## src/rtl/core/assert_macros.svh

```systemverilog
// Assertion macros shared by the scheduler RTL.
// Depends on nothing; users provide clk and rst_n in the including module.
`ifndef ASSERT_MACROS_SVH
`define ASSERT_MACROS_SVH

`ifndef NO_ASSERTIONS

// Property must hold at every clock edge outside reset
`define ASSERT_HOLDS(label, prop, msg) \
    label: assert property (@(posedge clk) disable iff (!rst_n) prop) else $error(msg);

// Expression must never be true outside reset
`define ASSERT_NEVER(label, expr, msg) \
    label: assert property (@(posedge clk) disable iff (!rst_n) !(expr)) else $error(msg);

`else

`define ASSERT_HOLDS(label, prop, msg)
`define ASSERT_NEVER(label, expr, msg)

`endif

`endif

```

## src/rtl/core/pts_pkg.sv

```systemverilog
// Shared types and constants for the periodic task scheduler.
// Depends on nothing; used by the top level and pts_satadd.
package pts_pkg;

    // Command codes
    localparam logic [2:0] CMD_TICK      = 3'd0;
    localparam logic [2:0] CMD_TASK_DONE = 3'd1;
    localparam logic [2:0] CMD_ADD_TASK  = 3'd2;
    localparam logic [2:0] CMD_ADD_MUTEX = 3'd3;
    localparam logic [2:0] CMD_ACQUIRE   = 3'd4;
    localparam logic [2:0] CMD_RELEASE   = 3'd5;
    localparam logic [2:0] CMD_ENABLE    = 3'd6;

    // Slot usage kinds
    localparam logic [1:0] USE_NONE  = 2'd0;
    localparam logic [1:0] USE_TASK  = 2'd1;
    localparam logic [1:0] USE_MUTEX = 2'd2;

    // Configuration register indexes (paddr[2])
    localparam logic REG_SLOTS_IN_USE    = 1'b0;
    localparam logic REG_MUTEXES_ENABLED = 1'b1;

    localparam int PADDR_W  = 3;
    localparam int PERIOD_W = 16;
    localparam int TTR_W    = 32;

    localparam logic [TTR_W-1:0] TTR_MAX = 32'h7fff_ffff;
    localparam logic [TTR_W-1:0] TTR_MIN = 32'h8000_0000;

    typedef struct packed {
        logic [2:0]          cmd;
        logic [3:0]          slot;
        logic [PERIOD_W-1:0] period;
        logic [PERIOD_W-1:0] elapsed;
        logic                enable_flag;
    } item_t;

    typedef struct packed {
        logic       ok;
        logic [4:0] scheduled_task;
        logic       fresh_launch;
        logic       switched;
    } result_t;

endpackage

```

## src/rtl/core/pts_ram.sv

```systemverilog
// Generic simple dual-port RAM: one write port, one registered read port.
// Depends on nothing.
module pts_ram #(
    parameter int WIDTH = 32,
    parameter int DEPTH = 16
) (
    input  logic                     clk,
    input  logic                     we,
    input  logic [$clog2(DEPTH)-1:0] waddr,
    input  logic [WIDTH-1:0]         wdata,
    input  logic [$clog2(DEPTH)-1:0] raddr,
    output logic [WIDTH-1:0]         rdata
);

    logic [WIDTH-1:0] mem [DEPTH];

    // Write and registered read
    always_ff @(posedge clk)
    begin
        if (we)
        begin
            mem[waddr] <= wdata;
        end
        rdata <= mem[raddr];
    end

endmodule

```

## src/rtl/core/pts_satadd.sv

```systemverilog
// Shared saturating adder for the countdown values.
// Depends on pts_pkg for widths and saturation bounds.
module pts_satadd (
    input  logic [pts_pkg::TTR_W-1:0] a,
    input  logic [pts_pkg::PERIOD_W:0] b,
    output logic [pts_pkg::TTR_W-1:0] sum
);

    logic [pts_pkg::TTR_W:0] wide;

    // Add with sign extension, clamp on signed overflow
    always_comb
    begin
        wide = {a[pts_pkg::TTR_W-1], a}
             + {{(pts_pkg::TTR_W - pts_pkg::PERIOD_W){b[pts_pkg::PERIOD_W]}}, b};
        if (wide[pts_pkg::TTR_W] != wide[pts_pkg::TTR_W-1])
        begin
            sum = wide[pts_pkg::TTR_W] ? pts_pkg::TTR_MIN : pts_pkg::TTR_MAX;
        end
        else
        begin
            sum = wide[pts_pkg::TTR_W-1:0];
        end
    end

endmodule

```

## src/rtl/core/periodic_task_scheduler_ceiling.sv

```systemverilog
// Top level of the priority-ceiling periodic task scheduler.
// Depends on pts_pkg, pts_ram, pts_satadd and assert_macros.svh.
//
//  channel  | handshake                      | payload
//  ---------+--------------------------------+------------------------
//  command  | start / busy                   | item   (pts_pkg::item_t)
//  result   | done, one cycle, no backpress. | result (pts_pkg::result_t)
//  config   | APB psel/penable/pwrite, ready | pwdata / prdata, paddr
//
// A tick walks the slots below lim through one adder, one slot per cycle,
// lim being slots_in_use capped at NUM_SLOTS; after the scan drains, a pick
// state registers the chosen task and strobes the result, and the block is
// busy from the scan through the pick state. Task done goes through its own
// state (countdown read, then write back); other commands answer from idle.
// Reset clears the slot kinds, flags and current task; period, countdown and
// priority memories hold garbage until a task is added. The receiver cannot
// stall: a result is shown for one cycle while the next command may start.
`include "assert_macros.svh"

module periodic_task_scheduler_ceiling #(
    parameter int NUM_SLOTS = 16
) (
    input  logic                         clk,
    input  logic                         rst_n,
    input  logic                         start,
    output logic                         busy,
    input  pts_pkg::item_t               item,
    output logic                         done,
    output pts_pkg::result_t             result,
    input  logic                         psel,
    input  logic                         penable,
    input  logic                         pwrite,
    input  logic [pts_pkg::PADDR_W-1:0]  paddr,
    input  logic [31:0]                  pwdata,
    output logic [31:0]                  prdata,
    output logic                         pready
);

    localparam int SW = $clog2(NUM_SLOTS);
    localparam int CW = $clog2(NUM_SLOTS + 1);
    localparam logic [CW-1:0] MAIN_CODE = CW'(NUM_SLOTS);

    localparam logic [1:0] S_IDLE = 2'd0;
    localparam logic [1:0] S_SCAN = 2'd1;
    localparam logic [1:0] S_PICK = 2'd2;
    localparam logic [1:0] S_DONE = 2'd3;

    // Configuration registers
    logic [4:0] slots_in_use_reg;
    logic       mutexes_enabled_reg;

    // Control state
    logic [1:0]           state_reg, state_next;
    logic [CW-1:0]        cur_task_reg, cur_task_next;
    logic [1:0]           usage_reg [NUM_SLOTS];
    logic [1:0]           usage_next [NUM_SLOTS];
    logic [NUM_SLOTS-1:0] enabled_reg, enabled_next;
    logic [NUM_SLOTS-1:0] running_reg, running_next;
    logic [CW-1:0]        rd_idx_reg, rd_idx_next;
    logic                 ex_vld_reg, ex_vld_next;
    logic                 done_reg, done_next;

    // Payload registers
    logic [SW-1:0]                ex_idx_reg, ex_idx_next;
    logic [CW-1:0]                best_reg, best_next;
    logic [CW-1:0]                pick_reg, pick_next;
    logic [pts_pkg::PERIOD_W-1:0] elapsed_reg, elapsed_next;
    pts_pkg::result_t             result_reg, result_next;

    // Memory ports
    logic [SW-1:0]                raddr;
    logic                         ttr_we;
    logic [SW-1:0]                ttr_waddr;
    logic [pts_pkg::TTR_W-1:0]    ttr_wdata;
    logic [pts_pkg::TTR_W-1:0]    ttr_rdata;
    logic                         prio_we;
    logic [SW-1:0]                prio_waddr;
    logic [SW-1:0]                prio_wdata;
    logic [SW-1:0]                prio_rdata;
    logic                         per_we;
    logic [pts_pkg::PERIOD_W-1:0] per_rdata;

    // Shared adder operands
    logic [pts_pkg::PERIOD_W:0]   add_b;
    logic [pts_pkg::TTR_W-1:0]    add_sum;

    // Decoded helpers
    logic [CW-1:0] lim;
    logic          accept;
    logic          cur_is_task;
    logic [SW-1:0] cur_idx;
    logic [SW-1:0] slot_idx;
    logic [SW-1:0] pick_idx;
    logic          slot_in_lim;
    logic          slot_exists;
    logic          ex_active;
    logic          ex_ready;

    assign lim = (int'(slots_in_use_reg) > NUM_SLOTS) ? MAIN_CODE : CW'(slots_in_use_reg);
    assign accept      = start && (state_reg == S_IDLE);
    assign cur_is_task = (cur_task_reg != MAIN_CODE);
    assign cur_idx     = cur_task_reg[SW-1:0];
    assign pick_idx    = pick_reg[SW-1:0];
    assign slot_idx    = SW'(item.slot);
    assign slot_in_lim = int'(item.slot) < int'(lim);
    assign slot_exists = int'(item.slot) < NUM_SLOTS;

    // Read the scan slot while walking, else the current task's slot
    assign raddr = (state_reg == S_SCAN) ? rd_idx_reg[SW-1:0] : cur_idx;

    // Subtract elapsed time while scanning, add the period on task done
    assign add_b = (state_reg == S_SCAN)
                 ? ((pts_pkg::PERIOD_W + 1)'(0) - {1'b0, elapsed_reg})
                 : {1'b0, per_rdata};

    assign ex_active = (usage_reg[ex_idx_reg] == pts_pkg::USE_TASK) && enabled_reg[ex_idx_reg];
    assign ex_ready  = add_sum[pts_pkg::TTR_W-1] || (add_sum == '0);

    pts_satadd u_satadd (
        .a   (ttr_rdata),
        .b   (add_b),
        .sum (add_sum)
    );

    pts_ram #(.WIDTH(pts_pkg::TTR_W), .DEPTH(NUM_SLOTS)) u_ttr_ram (
        .clk   (clk),
        .we    (ttr_we),
        .waddr (ttr_waddr),
        .wdata (ttr_wdata),
        .raddr (raddr),
        .rdata (ttr_rdata)
    );

    pts_ram #(.WIDTH(SW), .DEPTH(NUM_SLOTS)) u_prio_ram (
        .clk   (clk),
        .we    (prio_we),
        .waddr (prio_waddr),
        .wdata (prio_wdata),
        .raddr (raddr),
        .rdata (prio_rdata)
    );

    pts_ram #(.WIDTH(pts_pkg::PERIOD_W), .DEPTH(NUM_SLOTS)) u_period_ram (
        .clk   (clk),
        .we    (per_we),
        .waddr (slot_idx),
        .wdata (item.period),
        .raddr (raddr),
        .rdata (per_rdata)
    );

    // Sequencer and command decode
    always_comb
    begin
        state_next    = state_reg;
        cur_task_next = cur_task_reg;
        usage_next    = usage_reg;
        enabled_next  = enabled_reg;
        running_next  = running_reg;
        rd_idx_next   = rd_idx_reg;
        ex_vld_next   = 1'b0;
        ex_idx_next   = ex_idx_reg;
        best_next     = best_reg;
        pick_next     = pick_reg;
        elapsed_next  = elapsed_reg;
        done_next     = 1'b0;
        result_next   = result_reg;
        ttr_we        = 1'b0;
        ttr_waddr     = cur_idx;
        ttr_wdata     = add_sum;
        prio_we       = 1'b0;
        prio_waddr    = cur_idx;
        prio_wdata    = cur_idx;
        per_we        = 1'b0;

        case (state_reg)
            S_IDLE:
            begin
                if (accept)
                begin
                    result_next.ok             = 1'b1;
                    result_next.scheduled_task = 5'(cur_task_reg);
                    result_next.fresh_launch   = 1'b0;
                    result_next.switched       = 1'b0;
                    done_next                  = 1'b1;
                    case (item.cmd)
                        pts_pkg::CMD_TICK:
                        begin
                            elapsed_next = item.elapsed;
                            rd_idx_next  = '0;
                            best_next    = lim;
                            pick_next    = MAIN_CODE;
                            done_next    = 1'b0;
                            state_next   = S_SCAN;
                        end
                        pts_pkg::CMD_TASK_DONE:
                        begin
                            if (cur_is_task)
                            begin
                                running_next[cur_idx] = 1'b0;
                                done_next             = 1'b0;
                                state_next            = S_DONE;
                            end
                        end
                        pts_pkg::CMD_ADD_TASK:
                        begin
                            if (slot_in_lim)
                            begin
                                usage_next[slot_idx]   = pts_pkg::USE_TASK;
                                enabled_next[slot_idx] = 1'b1;
                                running_next[slot_idx] = 1'b0;
                                ttr_we                 = 1'b1;
                                ttr_waddr              = slot_idx;
                                ttr_wdata              = pts_pkg::TTR_W'(item.period);
                                per_we                 = 1'b1;
                                prio_we                = 1'b1;
                                prio_waddr             = slot_idx;
                                prio_wdata             = slot_idx;
                            end
                            else
                            begin
                                result_next.ok = 1'b0;
                            end
                        end
                        pts_pkg::CMD_ADD_MUTEX:
                        begin
                            if (slot_in_lim)
                            begin
                                usage_next[slot_idx] = pts_pkg::USE_MUTEX;
                            end
                            else
                            begin
                                result_next.ok = 1'b0;
                            end
                        end
                        pts_pkg::CMD_ACQUIRE:
                        begin
                            if (cur_is_task && mutexes_enabled_reg && slot_exists
                                && (usage_reg[slot_idx] == pts_pkg::USE_MUTEX))
                            begin
                                prio_we    = 1'b1;
                                prio_wdata = slot_idx;
                            end
                        end
                        pts_pkg::CMD_RELEASE:
                        begin
                            prio_we = cur_is_task;
                        end
                        pts_pkg::CMD_ENABLE:
                        begin
                            if (slot_in_lim && (usage_reg[slot_idx] == pts_pkg::USE_TASK))
                            begin
                                enabled_next[slot_idx] = item.enable_flag;
                            end
                        end
                        default:
                        begin
                            result_next.ok = 1'b0;
                        end
                    endcase
                end
            end

            S_SCAN:
            begin
                // Issue the next read, or drain and move on
                if (rd_idx_reg < lim)
                begin
                    rd_idx_next = rd_idx_reg + CW'(1);
                    ex_vld_next = 1'b1;
                    ex_idx_next = rd_idx_reg[SW-1:0];
                end
                else if (!ex_vld_reg)
                begin
                    state_next = S_PICK;
                end
                // Age the returning slot and track the best ready one
                if (ex_vld_reg && ex_active)
                begin
                    ttr_we    = 1'b1;
                    ttr_waddr = ex_idx_reg;
                    if (ex_ready && (CW'(prio_rdata) < best_reg))
                    begin
                        best_next = CW'(prio_rdata);
                        pick_next = CW'(ex_idx_reg);
                    end
                end
            end

            S_PICK:
            begin
                result_next.ok             = 1'b1;
                result_next.scheduled_task = 5'(pick_reg);
                result_next.fresh_launch   = 1'b0;
                result_next.switched       = (pick_reg != cur_task_reg);
                if (pick_reg != MAIN_CODE)
                begin
                    result_next.fresh_launch = !running_reg[pick_idx];
                    running_next[pick_idx]   = 1'b1;
                end
                cur_task_next = pick_reg;
                done_next     = 1'b1;
                state_next    = S_IDLE;
            end

            S_DONE:
            begin
                // Countdown and period of the current slot are valid now
                ttr_we     = 1'b1;
                done_next  = 1'b1;
                state_next = S_IDLE;
            end

            default:
            begin
                state_next = S_IDLE;
            end
        endcase
    end

    // Control registers
    always_ff @(posedge clk or negedge rst_n)
    begin
        if (!rst_n)
        begin
            state_reg    <= S_IDLE;
            cur_task_reg <= MAIN_CODE;
            for (int i = 0; i < NUM_SLOTS; i++)
            begin
                usage_reg[i] <= pts_pkg::USE_NONE;
            end
            enabled_reg  <= '0;
            running_reg  <= '0;
            rd_idx_reg   <= '0;
            ex_vld_reg   <= 1'b0;
            done_reg     <= 1'b0;
        end
        else
        begin
            state_reg    <= state_next;
            cur_task_reg <= cur_task_next;
            usage_reg    <= usage_next;
            enabled_reg  <= enabled_next;
            running_reg  <= running_next;
            rd_idx_reg   <= rd_idx_next;
            ex_vld_reg   <= ex_vld_next;
            done_reg     <= done_next;
        end
    end

    // Payload registers
    always_ff @(posedge clk)
    begin
        ex_idx_reg  <= ex_idx_next;
        best_reg    <= best_next;
        pick_reg    <= pick_next;
        elapsed_reg <= elapsed_next;
        result_reg  <= result_next;
    end

    // Configuration write on the APB access phase
    always_ff @(posedge clk or negedge rst_n)
    begin
        if (!rst_n)
        begin
            slots_in_use_reg    <= 5'd16;
            mutexes_enabled_reg <= 1'b1;
        end
        else if (psel && penable && pwrite)
        begin
            case (paddr[2])
                pts_pkg::REG_SLOTS_IN_USE: slots_in_use_reg    <= pwdata[4:0];
                default:                   mutexes_enabled_reg <= pwdata[0];
            endcase
        end
    end

    // Configuration read
    always_comb
    begin
        case (paddr[2])
            pts_pkg::REG_MUTEXES_ENABLED: prdata = {31'b0, mutexes_enabled_reg};
            default:                      prdata = {27'b0, slots_in_use_reg};
        endcase
    end

    assign pready = 1'b1;
    assign busy   = (state_reg != S_IDLE);
    assign done   = done_reg;
    assign result = result_reg;

    `ASSERT_HOLDS(a_done_only_idle, done_reg |-> (state_reg == S_IDLE), "result strobe outside idle")
    `ASSERT_HOLDS(a_quick_cmd_one_cycle, (accept && (item.cmd != pts_pkg::CMD_TICK) && (item.cmd != pts_pkg::CMD_TASK_DONE)) |=> done_reg, "single-cycle command lost its result")
    `ASSERT_HOLDS(a_scan_in_range, (state_reg == S_SCAN) |-> (rd_idx_reg <= lim), "scan index ran past slot limit")
    `ASSERT_HOLDS(a_pick_valid, (state_reg == S_PICK) |-> ((pick_reg == MAIN_CODE) || (pick_reg < lim)), "picked slot outside slot limit")
    `ASSERT_NEVER(a_fresh_main, done_reg && result_reg.fresh_launch && (cur_task_reg == MAIN_CODE), "main loop flagged as fresh launch")

endmodule
```

## config.mk

```make
export PLATFORM = sky130hd
export DESIGN_NAME = periodic_task_scheduler_ceiling
export DESIGN_NICKNAME = d
export VERILOG_FILES = /design/src/rtl/core/pts_pkg.sv /design/src/rtl/core/pts_ram.sv /design/src/rtl/core/pts_satadd.sv /design/src/rtl/core/periodic_task_scheduler_ceiling.sv
export VERILOG_INCLUDE_DIRS = /design/src /design/src/rtl/core
export SDC_FILE = /design/constraint.sdc
export NUM_CORES = 1
export LEC_CHECK = 0
export BUFFER_PORTS_ARGS = -buffer_cell sky130_fd_sc_hd__buf_2
export CAP_MARGIN = 25
export CORE_MARGIN = 2
export CORE_UTILIZATION = 55
export DETAILED_ROUTE_END_ITERATION = 16
export PLACE_DENSITY = 0.72
export SETUP_SLACK_MARGIN = 0.2
export SLEW_MARGIN = 0
export SYNTH_ARGS = -nofsm -noshare
export SYNTH_HDL_FRONTEND = slang
export SYNTH_HIERARCHICAL = 1
export SYNTH_SLANG_ARGS = --single-unit
```

## constraint.sdc

```tcl
create_clock -name clk -period 15.4 [get_ports clk]
set_input_delay 0.77 -clock clk [delete_from_list [all_inputs] [get_ports clk]]
set_output_delay 0.77 -clock clk [all_outputs]
set_load 0.01 [all_outputs]
```

==> impl_metrics.py, run 1 <==
metrics = {
    "yosys": {
        "synth.area.mux_share_pct": 13.46,
        "yosys.area.top_type": "edfxtp_1",
        "synth_top_area_share_pct": 61.84,
        "yosysUniqueCellTypes": 89,
        "synth-edff-count": 870,
        "synth-compound-area-share_pct": 5.971,
        "yosys.area_share.adder_pct": 1.457,
        "synth_ff_type": "edfxtp_1",
        "synth_xor_area_share_pct": 0.9537,
        "synthTopCellsByCount": "870 x edfxtp_1, 226 x nand2_1, 195 x mux4_2",
        "synth_top_family_by_area": "multiplexers",
        "synth_most_common_cell": "edfxtp_1",
        "syn-cell-area_um2": 42240,
        "avgSynthCellArea_um2": 16.80,
        "netlist_instances": 2514,
        "synth_area_leaders": "edfxtp_1 62%, mux4_2 10%, dfrtp_1 4.8%, dfxtp_1 2.5%, nand2_1 2.0%",
        "synth_warnings": 6,
        "ys_seq_area_share_pct": 69.29,
        "synth-seq-cells": 1006,
        "synthArstFlopShare_pct": 8.350,
        "synthSimpleGateAreaFrac_pct": 6.315,
    },
    "cts": {
        "post_cts_buffers": 0,
        "ctsResizeCount": 0,
        "cts_hold_buf": 0,
        "cts.clk_slew.worst_paths_ns": 0.06,
        "cts-root-buf": "clkbuf_16",
        "htree_levels": 3,
        "cts-buffers-inserted": 100,
        "cts_tree": "built",
        "cts_buffer_depth": 3,
        "clk_latency_ns": 0.67,
        "cts_sinks": 1006,
    },
    "route": {
        "drcViolationCount": 0,
        "drt_first_pass_iters": 5,
        "ant_nets": 0,
        "drt_iter0_markers": 2519,
        "routed_wl_mm": 97.47,
        "routed_via_density": 6.328,
        "wl_per_cell_um": 26.19,
        "num_vias": 23550,
    },
    "die": {
        "dieArea_um2": 79040,
        "coreArea_um2": 75950,
        "die_height_um": 281.1,
        "start_util_pct": 55.62,
        "pin_count": 124,
        "die_w_um": 281.1,
        "rows": 101,
    },
    "setup_path": {
        "cpPeakStageDelay_ns": 0.88,
        "cp_max_fo": 14,
        "worst_setup_path_end_kind": "register",
        "start_kind": "register",
        "path_class": "reg2reg",
        "cp.required_ns": 15.67,
        "cp.arrival_ns": 8.60,
        "crit_chain": "inv_1 -> ha_1 -> nor4b_1 -> nand3b_1 -> nor4_1 -> xor2_1 -> o21ai_0 -> ha_1 -> a21oi_2 -> o211ai_1 -> a2111oi_2 -> o22ai_1 -> o21ai_2 -> a31oi_4 -> a21oi_2 -> buf_4 -> o21ai_0 -> nor4_1 -> nand4_1 -> nor2_1 -> o221ai_1 -> a22oi_1",
        "cp_slowest_cell": "a22oi_1",
    },
    "cells_and_area": {
        "final_area_um2": 47330,
        "top_regs": "u_ttr_ram/mem x512, u_period_ram/mem x256, u_prio_ram/mem x64",
        "fin_cells": 3722,
        "top_register": "u_ttr_ram/mem",
        "area_delta_synth_final_pct": 12.04,
        "drive_gt1_share_pct": 22.48,
        "final_nets": 2731,
        "largest_reg_flops": 512,
    },
    "grt": {
        "first_global_vias": 23860,
        "grt_pass1_wl_mm": 145.9,
        "antenna_found_initial": 0,
        "gr-total-overflow": 0,
        "grt_start_max_net_pins": 116,
        "grt_use_total_pct": 24.86,
    },
    "timing": {
        "setup_viol": 0,
        "rsz0062_at_grt": "false",
        "hold_viol_final": 0,
        "tightest_slew_ns": 1.212,
        "maxSlewHeadroom_pct": 19.23,
        "finClkSkew_ns": 0.02115,
        "min_period_ns": 8.330,
        "fmax_mhz": 120.1,
        "slew_violations": 0,
        "period_share_pct": 54.09,
        "tns_ns": 0,
    },
    "placement": {
        "hpwl_mm": 56.52,
        "port_buffers": 66,
        "placedCellCount": 3530,
        "dpl-instance-area_um2": 43780,
        "globalplace.congestion": 0.8614,
    },
    "power": {
        "power_density_nw_per_um2": 235.8,
        "leakage_nw": 15.94,
        "power.total_mw": 11.16,
        "ir_drop_mv": 0.1795,
    },
    "outcome": {
        "status": "finished, final reports clean",
    },
    "flow_run": {
        "cap_violations": 0,
    },
    "hold_path": {
        "min_path_type": "in2async",
    },
}
[cells by family (layout without fill, tap and decap cells)]
family                     Yosys count  in the layout
buffers and inverters              208            359
AOI/OAI and AO/OA                  372            372
DFF                               1006           1006
muxes                              276            276
adders and majority gates           49             49
xor gates and xnor gates            46             46
other                                2             29
and+or+nand+nor                    555            555
[final timing paths]
path                                     start                  end  slack (ns)  cells after the start
worst max register to register  elapsed_reg[0]          pick_reg[1]        7.07                     22
worst max-delay path            elapsed_reg[0]          pick_reg[1]        7.07                     22
max in group asynchronous                rst_n  mutexes_enabled_reg       14.70                      2
worst min register to register   rd_idx_reg[4]        rd_idx_reg[4]        0.50                      1
min in group clk                       item[1]       elapsed_reg[0]        0.29                      1
worst min-delay path                     rst_n        rd_idx_reg[2]        0.03                      1
[placed cells by master (no fill, tap or decap), types with 15 or more instances in the layout]
cell	netlist	layout
nand2_1	226	225
a22oi_1	107	107
xor2_1	22	22
a31oi_1	19	19
conb_1	2	28
clkinv_2	0	17
a21oi_1	70	70
nand2b_1	21	21
o21ai_0	85	82
buf_2	24	65
and2_1	25	24
nand3_1	27	27
dfrtp_1	81	81
xnor2_1	24	24
nor2_1	110	84
buf_4	42	47
mux4_2	195	195
mux2_2	47	47
mux4_1	26	26
edfxtp_1	870	870
nor3_1	45	37
ha_1	44	44
clkbuf_16	0	101
dfxtp_1	52	52
inv_1	46	46
bufinv_16	0	15
clkinv_1	1	17
[through the flow]
stage / util, % / hold WS [ns] / worst slack [ns]
final: 62.32 / 0.03430 / 7.070
after global routing: 62.32 / 0.03873 / 6.673
after CTS: 62.22 / 0.2591 / 6.995
after detailed placement: 57.64 / 0.4863 / 7.053
after global placement: 57.46 / 0.4713 / 7.223
after floorplan: - / 0.4524 / 9.783
[metal layers]
layer,track usage [%],up-vias,part of all wire [%]
li1,-,10140,-
met1,34.41,12210,40
met2,40.79,1038,49
met3,3.982,165,8.1
met4,8.035,0,2.7
met5,0,-,0
[cell type report]
type                       count  area [um^2]
antenna                        1        2.502
clock buffer                 124         2704
clock inverter                64        773.2
fill                        5272        28620
inverter                      47        176.4
multi-input combinational   1326        12210
sequential                  1006        29270
tap                         1030         1289
timing repair buffer         124        905.9
[worst max-delay path: cells and delay by family (launching register included)]
family | cells | cell delay, ns
compound gates | 11 | 3.60
xor+xnor | 1 | 0.13
fa+ha+maj | 2 | 0.62
buf+inv | 2 | 0.38
flops | 1 | 0.39
simple gates | 6 | 2.80
[power breakdown]
part | switching [mW] | total [mW] | leakage, nW | internal (mW)
combinational | 2.74 | 4.21 | 4.99 | 1.47
clock | 1.03 | 2.54 | 1.70 | 1.51
sequential | 0.164 | 4.41 | 9.26 | 4.24
Power figures use the tool's default switching activity.
==> run 2, diff against run 1 <==
- clock period: 15.4 -> 8 ns (I/O delays scaled with it)
==> impl_metrics.py, run 2 (synthesis gave the netlist of run 1 again) <==
metrics = {
    "placement": {
        "globalplace.congestion": 0.8841,
        "dpl-instance-area_um2": 43840,
        "port_buffers": 66,
        "hpwl_mm": 56.47,
        "place_ws_ns": 1.129,
    },
    "timing": {
        "whs_ns": 0.09497,
        "rsz0062_at_grt": "false",
        "setup_viol": 0,
        "fmax_mhz": 145.4,
        "min_period_ns": 6.876,
        "finalWorstSetupSlack_ns": 1.124,
        "hold_viol_final": 0,
        "tns_ns": 0,
        "finClkSkew_ns": 0.03298,
        "period_share_pct": 85.96,
        "maxSlewHeadroom_pct": 24.95,
        "slew_violations": 0,
        "tightest_slew_ns": 1.126,
    },
    "power": {
        "p_switching_mw": 7.461,
        "leakage_nw": 15.98,
        "seq_power_share_pct": 39.8,
        "p_comb_share_pct": 38.0,
        "internal-power_mw": 13.84,
        "power_density_nw_per_um2": 449.1,
        "ir_drop_mv": 0.4059,
        "power_frac_clock_pct": 22.2,
        "sw_frac_of_total_pct": 35.03,
    },
    "setup_path": {
        "worstSetupEndpoint": "best_reg[1]",
        "cp.arrival_ns": 7.23,
        "worst_setup_path_end_kind": "register",
        "cp_slowest_cell": "nor4b_1",
        "critPathLaunch": "elapsed_reg[0]",
        "start_kind": "register",
        "path_class": "reg2reg",
        "cpPeakStageDelay_ns": 0.70,
        "r2r_start": "elapsed_reg[0]",
        "r2r_cells": 23,
        "ff2ff_setup_slack_ns": 1.12,
        "crit_chain": "inv_1 -> ha_1 -> nor4b_1 -> nand3b_1 -> nor4_1 -> buf_4 -> xor2_1 -> o21ai_0 -> ha_1 -> a21oi_2 -> o211ai_1 -> a2111oi_2 -> o22ai_1 -> nor2_1 -> o22ai_1 -> xor2_1 -> o21ai_1 -> nor4_1 -> nand4_1 -> nor2_1 -> o221ai_1 -> a22oi_1 -> buf_4",
        "r2r-end": "best_reg[1]",
        "cp.required_ns": 8.35,
        "cp_max_fo": 10,
    },
    "route": {
        "wl_met3_mm": 7.028,
        "drt_iter0_markers": 2394,
        "ant_nets": 0,
        "drcViolationCount": 0,
        "route.met2.wl_mm": 48.34,
        "wl_per_cell_um": 25.70,
        "met1Wirelength_mm": 38.46,
        "drt_first_pass_iters": 5,
        "routed_via_density": 6.258,
        "num_vias": 23420,
        "routed_wl_mm": 96.19,
        "highest_layer": "met4",
    },
    "die": {
        "die_w_um": 281.1,
        "dieArea_um2": 79040,
        "start_util_pct": 55.62,
        "die_height_um": 281.1,
        "rows": 101,
        "pin_count": 124,
        "coreArea_um2": 75950,
    },
    "cells_and_area": {
        "drive_gt1_share_pct": 21.80,
        "largest_reg_flops": 512,
        "final_nets": 2753,
        "nFillCells": 5362,
        "final_cell_mix": "870 x edfxtp_1, 226 x nand2_1, 195 x mux4_2, 107 x a22oi_1, 100 x clkbuf_16",
        "final_area_um2": 47430,
        "layout_commonest_cell": "edfxtp_1",
        "regArea_um2": 29270,
        "multi_input_area_um2": 12210,
        "area_delta_synth_final_pct": 12.26,
        "top_regs": "u_ttr_ram/mem x512, u_period_ram/mem x256, u_prio_ram/mem x64",
        "top_register": "u_ttr_ram/mem",
    },
    "grt": {
        "grt_use_total_pct": 24.70,
        "gr-total-overflow": 0,
        "antenna_found_initial": 1,
        "grt_pass1_wl_mm": 145.0,
        "grt_start_max_net_pins": 151,
        "first_global_vias": 24090,
    },
    "cts": {
        "ctsResizeCount": 0,
        "cts.clk_slew.worst_paths_ns": 0.07,
        "cts-root-buf": "clkbuf_16",
        "cts-buffers-inserted": 98,
        "cts_hold_buf": 22,
        "htree_levels": 3,
        "cts_tree": "built",
        "post_cts_buffers": 0,
        "clk_latency_ns": 0.67,
        "cts_sinks": 1006,
        "cts_buffer_depth": 3,
    },
    "flow_run": {
        "cap_violations": 0,
    },
    "outcome": {
        "status": "finished, final reports clean",
    },
    "hold_path": {
        "min_path_type": "in2reg",
    },
}
-- run 2: changes by cell type in the layout (fill, tap and decap cells not counted), moves of 4 or more --
cell	delta
clkinvlp_4	-4
dlygate4sd3_1	+22
clkinv_2	-7
buf_4	+5
buf_8	-5
clkbuf_1	+13
-- run 2: critical path: cells and delay by family, from the launching register on --
family	cells	cell delay [ns]
buf+inv	3	0.55
compound gates	9	1.91
simple gates	7	2.53
xor+xnor	2	0.53
flops	1	0.42
fa+ha+maj	2	0.63
-- run 2: area by class of cell --
type / count / area share [%]
multi-input combinational: 1326 / 25.74
clock buffer: 139 / 5.838
timing repair buffer: 148 / 2.411
clock inverter: 45 / 1.195
tap: 1030 / 2.717
sequential: 1006 / 61.72
antenna: 1 / 0.005276
inverter: 47 / 0.3720
-- run 2: how the worst min path moves through the flow --
stage / startpoint / to / cells past startpoint
after detailed placement: rd_idx_reg[4] / rd_idx_reg[4] / 1
after CTS: start / state_reg[0] / 3
after floorplan: rst_n / async pin / 0
final: start / state_reg[0] / 3
after global routing: start / state_reg[0] / 3
after global placement: rd_idx_reg[4] / rd_idx_reg[4] / 1
-- run 2: routing by layer --
metal	global-route usage, %	vias to the layer above
met4	7.802	0
met3	3.982	151
met5	0	-
li1	-	10150
met1	33.42	12140
met2	41.43	972
-- run 2: power by group through the flow --
stage	Clock [mW]	Combinational, mW	Sequential (mW)
final	4.73	8.09	8.47
after global placement	0	7.64	8.54
after CTS	4.80	8.12	8.47
after floorplan	0	5.91	8.38
after global routing	4.99	8.89	8.52
after detailed placement	0	8.05	8.57
-- run 2: per-stage QoR --
step	cells	power [mW]	utilization, %
after global routing	3742	22.40	62.44
after detailed placement	3534	16.62	57.72
after global placement	3527	16.19	57.53
final	3742	21.30	62.44
after floorplan	2540	14.29	-
after CTS	3740	21.38	62.40
